<file path="config.mk">
export PLATFORM = sky130hd
export DESIGN_NAME = tpr_ram
export DESIGN_NICKNAME = d
export VERILOG_FILES = /design/src/sv/tpr_ram.sv
export SDC_FILE = /design/constraint.sdc
export NUM_CORES = 2
export LEC_CHECK = 0
export CORE_MARGIN = 2
export CORE_UTILIZATION = 50
export CTS_BUF_LIST = sky130_fd_sc_hd__clkbuf_16
export CTS_CLUSTER_DIAMETER = 60
export CTS_CLUSTER_SIZE = 25
export DETAILED_ROUTE_END_ITERATION = 8
export DONT_BUFFER_PORTS = 1
export GPL_TIMING_DRIVEN = 0
export PLACE_DENSITY = 0.76
export RECOVER_POWER = 25
export SLEW_MARGIN = 10
export SYNTH_ARGS = -nofsm -noshare
export SYNTH_HDL_FRONTEND = slang
export SYNTH_SLANG_ARGS = --single-unit
</file>
<file path="constraint.sdc">
create_clock -name aclk -period 3.5 [get_ports aclk]
set_input_delay 0.7 -clock aclk [delete_from_list [all_inputs] [get_ports aclk]]
set_output_delay 0.7 -clock aclk [all_outputs]
set_load 0.005 [all_outputs]
</file>
<file path="src/sv/tpr_ram.sv">
// Generic single-port synchronous RAM with registered read.
module tpr_ram #(
    parameter int WIDTH = 8,
    parameter int DEPTH = 256
) (
    input  logic                     aclk,
    input  logic                     we,
    input  logic [$clog2(DEPTH)-1:0] addr,
    input  logic [WIDTH-1:0]         wdata,
    output logic [WIDTH-1:0]         rdata
);

    logic [WIDTH-1:0] mem [DEPTH];
    logic [WIDTH-1:0] rdata_reg;

    always_ff @(posedge aclk) begin
        if (we) begin
            mem[addr] <= wdata;
        end
        rdata_reg <= mem[addr];
    end

    assign rdata = rdata_reg;

endmodule
</file>
**Word-level counts from Yosys, hierarchy flattened**

Memory sizes are Yosys's and may differ from the RTL's. A register that Yosys moved wholly into a read port is not among the register bits.
Index checks and enable logic that the tools add are counted.
Widths: inputs -> output; s select.

- Bits in registers: 0
- Memories: 1
- Bits in writable memories: 2048
- Word-level logic and storage cells: 3
- ROM bits: 0
- Latch bits: 0

Memory list:

| name | depth | width | rd ports | clocked after Yosys merged registers in | write ports | line | text |
|---|---|---|---|---|---|---|---|
| mem | 256 | 8 | 1 | 1 | 1 | 13 | `logic [WIDTH-1:0] mem [DEPTH];` |

- Add/sub/neg operators: 0
- Multiplexer cells: 2
- $lt $le $gt $ge: 0
- Reductions and logical operators: 0
- Bitwise logic cells: 0
- Multiply operators: 0
- Shift-type cells: 0
- Eq/ne operators: 0
- Div/mod/pow operators: 0

Operators by type and width:

| kind | number |
|---|---|
| $mux 1 | 2 |

**Longest topological paths before layout**

- Word-level depth: 2
- Mapped depth: 10
- Mapped depth without buffers: 5

**Worst setup path before layout**

No wires, ideal clock.

- Path kind: input to register
- Start point: input port addr[1]
- End point: memory mem[111][0], enable pin
- Library setup time: 0.370 ns
- Stages on the path: 9
- Buffers on the path: 5
- Path slack: 0.581 ns
- Data required time: 3.130 ns
- Arrival: 2.549 ns
- Path through: buf_2 clkbuf_1 clkbuf_1 nand2_1 buf_2 nor2_1 nand2_1 clkbuf_1 nor2_1

RTL lines:

| item | line | text |
|---|---|---|
| start: declaration | 8 | `input logic [$clog2(DEPTH)-1:0] addr,` |
| end: declaration | 13 |  |

Straight into the memory's write port.

==> results.md <==
* Placement Rows at 145
* H-tree depth at 3
* Status: finished, violations left
* Number of buffer cells added on primary ports at 0
* Number of stages on the worst hold path at 0
* Overall track demand over capacity in global routing at 24.2%
* Slowest-stage cell, CP: sky130_fd_sc_hd__o41ai_2
* Crit-path most repeated cell: sky130_fd_sc_hd__buf_2
* Worst setup skew after layout at 0.0290 ns
* HPWL after DPL at 122 mm
* CTS tree: yes
* Maximum fanout along the worst path at 10
* Net Sw Frac at 21.6%
* Std-Cell Core Area at 0.156 sq mm
* Clock insertion delay at the later pin of the skew report at 0.77 ns
* Max-slew headroom at the worst pin at 10.6%
* Most common library cell in the layout ignoring fill and taps: sky130_fd_sc_hd__edfxtp_1
* Post-Syn Area at 0.0785 sq mm
* Cell-internal power at 34.7 mW
* Post-route setup TNS at -11.47 ns
* Number of endpoints with negative hold slack in the final report at 0
* Number of vias per cell at 6.63
* Horizontal extent of the die at 400 microns
* Crit path setup slack, layout at -0.263 ns
* Net switching power of the design at 9.57 mW
* Library cell with the largest summed area after synthesis: sky130_fd_sc_hd__edfxtp_1
* Total wire length after detailed routing at 195 mm
* Starting density of the core at 50.3%
* CP Launch Type: primary input
* Fraction of final layout cells sized beyond drive strength 1 at 27.5%
* Proportion of synthesized chip area in sequential cells at 78.6%
* Launch instance of the worst register-to-register path: mem[239][5]
* Biggest area contributors in the synthesized netlist: sky130_fd_sc_hd__edfxtp_1 78%, sky130_fd_sc_hd__mux4_2 15%, sky130_fd_sc_hd__a22oi_1 2.4%
* Reg-to-reg endpoint: rdata[5]
* Data arrival, critical path at 4.22 ns
* Synth-to-Final Area Change at 9.61%
* Tightest hold margin at 0.0567 ns
* Total of warnings raised by yosys at 0
* Total of flip-flops plus latches after synthesis at 2056
* Number of pins with negative max-slew slack in the final report at 0
* Number of nets with antenna violations after detailed routing at 0
* Cell depth of the worst flop-to-flop path at 5
* Initial detailed-routing violation count at 6037
* Min Tclk post-route at 3.76 ns
* Die outline height at 400 microns
* Kind of end point of the critical path: register
* Violated checks: negative setup slack
* Number of clock buffers inserted by TritonCTS at 113
* NumNets Final at 3681
* Library cells used by synthesis at 22
* Internal reg-to-reg setup slack at 0.39 ns
* CTS max path bufs at 3
* Antenna violations before repair at 6
* Number of violations of the max-capacitance limit at 0
* Max FFs per register at 2048
* Combinational share of power at 4.6%
* Power per unit of standard cell area at 515 mW/mm^2
* Routability congestion estimate from global placement at 0.949
* Clock-pin slew on the worst setup and hold paths at 0.09 ns
* Count of final setup violators at 150
* Clock root cell: sky130_fd_sc_hd__clkbuf_16
* Post-synth top area share at 78.3%
* Net count of the mapped netlist at 3565
* Largest stage delay on the critical path at 0.69 ns
* First-pass GRT wire length at 276 mm
* Static leakage at 25.4 nW
* Required time reported for the critical path endpoint at 3.96 ns
* Clock Power Share at 34.2%
* Share of power burned in registers at 61.2%
* Number of primary I/O pins at 26
* Instance count of the mapped netlist at 3547
* Largest net degree at the start of global routing at 257
* Type of the worst setup path: primary input to register
* Worst slack at placement at -2.09 ns
* Hold Crit Start: wdata[0]
* DRC errors left at 0
* Total congestion overflow after global routing at 0
* Vias at 38600
* Synthesized area per cell at 22.1 sq um
* Number of global-route vias before repair at 38200
* Worst Hold Endpoint: mem[82][0]
* Pre-antenna DRT Iters at 7
* Worst-Margin Slew at 1.33 ns
* Critical Path, Cell by Cell: buf_2 > buf_2 > clkbuf_1 > mux4_2 > a22oi_1 > a21oi_1 > o41ai_2 > nand4_1
* WL per Instance at 33.6 microns
* Number of buffers inserted by hold repair at cts at 0
* Sinks on Clock Net at 2056
* Hold Path Class: primary input to register
* Floorplan die area at 0.160 sq mm
* Portion of the clock cycle consumed by the worst path in the final layout at 108%
* Fmax achieved at 266 MHz
* Total power at 44.3 mW
* RSZ-0062 raised after global routing: true
* Commonest non-fill, non-tap cells in the layout: 2048 x sky130_fd_sc_hd__edfxtp_1, 512 x sky130_fd_sc_hd__mux4_2, 254 x sky130_fd_sc_hd__a22oi_1
* VDD IR max at 0.491 mV
cell families after synthesis:
family                 count (synthesis)  synth area share (%)
DFF                                 2056                  78.6
muxes                                512                  14.7
AOI/OAI and AO/OA                    416                  3.62
and+or+nand+nor                      330                  1.73
buffers and inverters                233                  1.40
cell type report:
cell class	instances	area (sq um)
clock inverters	88	958
inverters	1	3.75
fillers	11200	70000
clock buffers	116	2900
multi-input cells	1258	16600
well taps	2058	2570
diodes	8	20.0
repair buffers	1	7.51
plain buffers	232	1260
flip-flops and latches	2056	61700
how the worst max path moves through the flow:
stage	from	endpoint	slack, ns	cells after the start
after floorplan	addr[1]	mem[111][0]	0.58	9
after global placement	addr[3]	mem[223][0]	-2.25	8
after detailed placement	addr[3]	mem[223][0]	-2.09	8
after CTS	addr[3]	mem[105][6]	-0.04	8
after global routing	addr[3]	mem[217][7]	-0.14	8
final	addr[1]	rdata[5]	-0.26	8
synthesized netlist by cell type:
cell and n:
sky130_fd_sc_hd__a21oi_1 128, sky130_fd_sc_hd__a22oi_1 256, sky130_fd_sc_hd__and2_1 3, sky130_fd_sc_hd__buf_1 19, sky130_fd_sc_hd__buf_2 36, sky130_fd_sc_hd__buf_4 16, sky130_fd_sc_hd__buf_6 16, sky130_fd_sc_hd__clkbuf_1 145
sky130_fd_sc_hd__dfxtp_1 8, sky130_fd_sc_hd__edfxtp_1 2048, sky130_fd_sc_hd__inv_1 1, sky130_fd_sc_hd__mux4_2 512, sky130_fd_sc_hd__nand2_1 28, sky130_fd_sc_hd__nand2b_1 6, sky130_fd_sc_hd__nand3_1 13, sky130_fd_sc_hd__nand4_1 8
sky130_fd_sc_hd__nor2_1 232, sky130_fd_sc_hd__nor2b_1 7, sky130_fd_sc_hd__nor3_1 30, sky130_fd_sc_hd__o41ai_1 32, sky130_fd_sc_hd__or2_2 2, sky130_fd_sc_hd__or3_1 1
power groups by stage:
stage	logic (mW)	registers, mW	clock network, mW
finish	2.03	27.1	15.1
global route	2.08	27.1	16.0
CTS	1.96	27.1	15.2
detailed placement	1.91	27.7	0
global placement	1.89	27.7	0
floorplan	1.21	27.7	0
timing repair:
| action | in CTS | in global routing |
|---|---|---|
| gates resized for setup | 246 | 76 |
| pin swaps | 3 | 6 |
| setup endpoints to repair | 1633 | 478 |
| cloned | 0 | 0 |
| buffers inserted | 0 | 0 |
metrics by stage:
stage / instances / area [sq um] / utilization, %
after floorplan: 3547 / 78500 / -
after global placement: 5605 / 81100 / 52.0
after detailed placement: 5606 / 81100 / 52.0
after CTS: 5810 / 85800 / 55.0
after global routing: 5810 / 86000 / 55.1
final: 5818 / 86000 / 55.1
metal layers:
metal  GRT usage, %  routed length [microns]  up-vias
li1               -                        -    15200
met1           31.9                    68600    20200
met2           37.1                    91100     2657
met3           7.81                    25000      483
met4           10.9                    10500        6
met5              0                      111        -
worst max-delay path: cells and delay by family:
kind                   cells  cell delay (ns)
AOI/OAI and AO/OA          3             1.11
buffers and inverters      3             1.36
muxes                      1             0.44
and+or+nand+nor            1             0.57
Power figures use the tool's default switching activity.
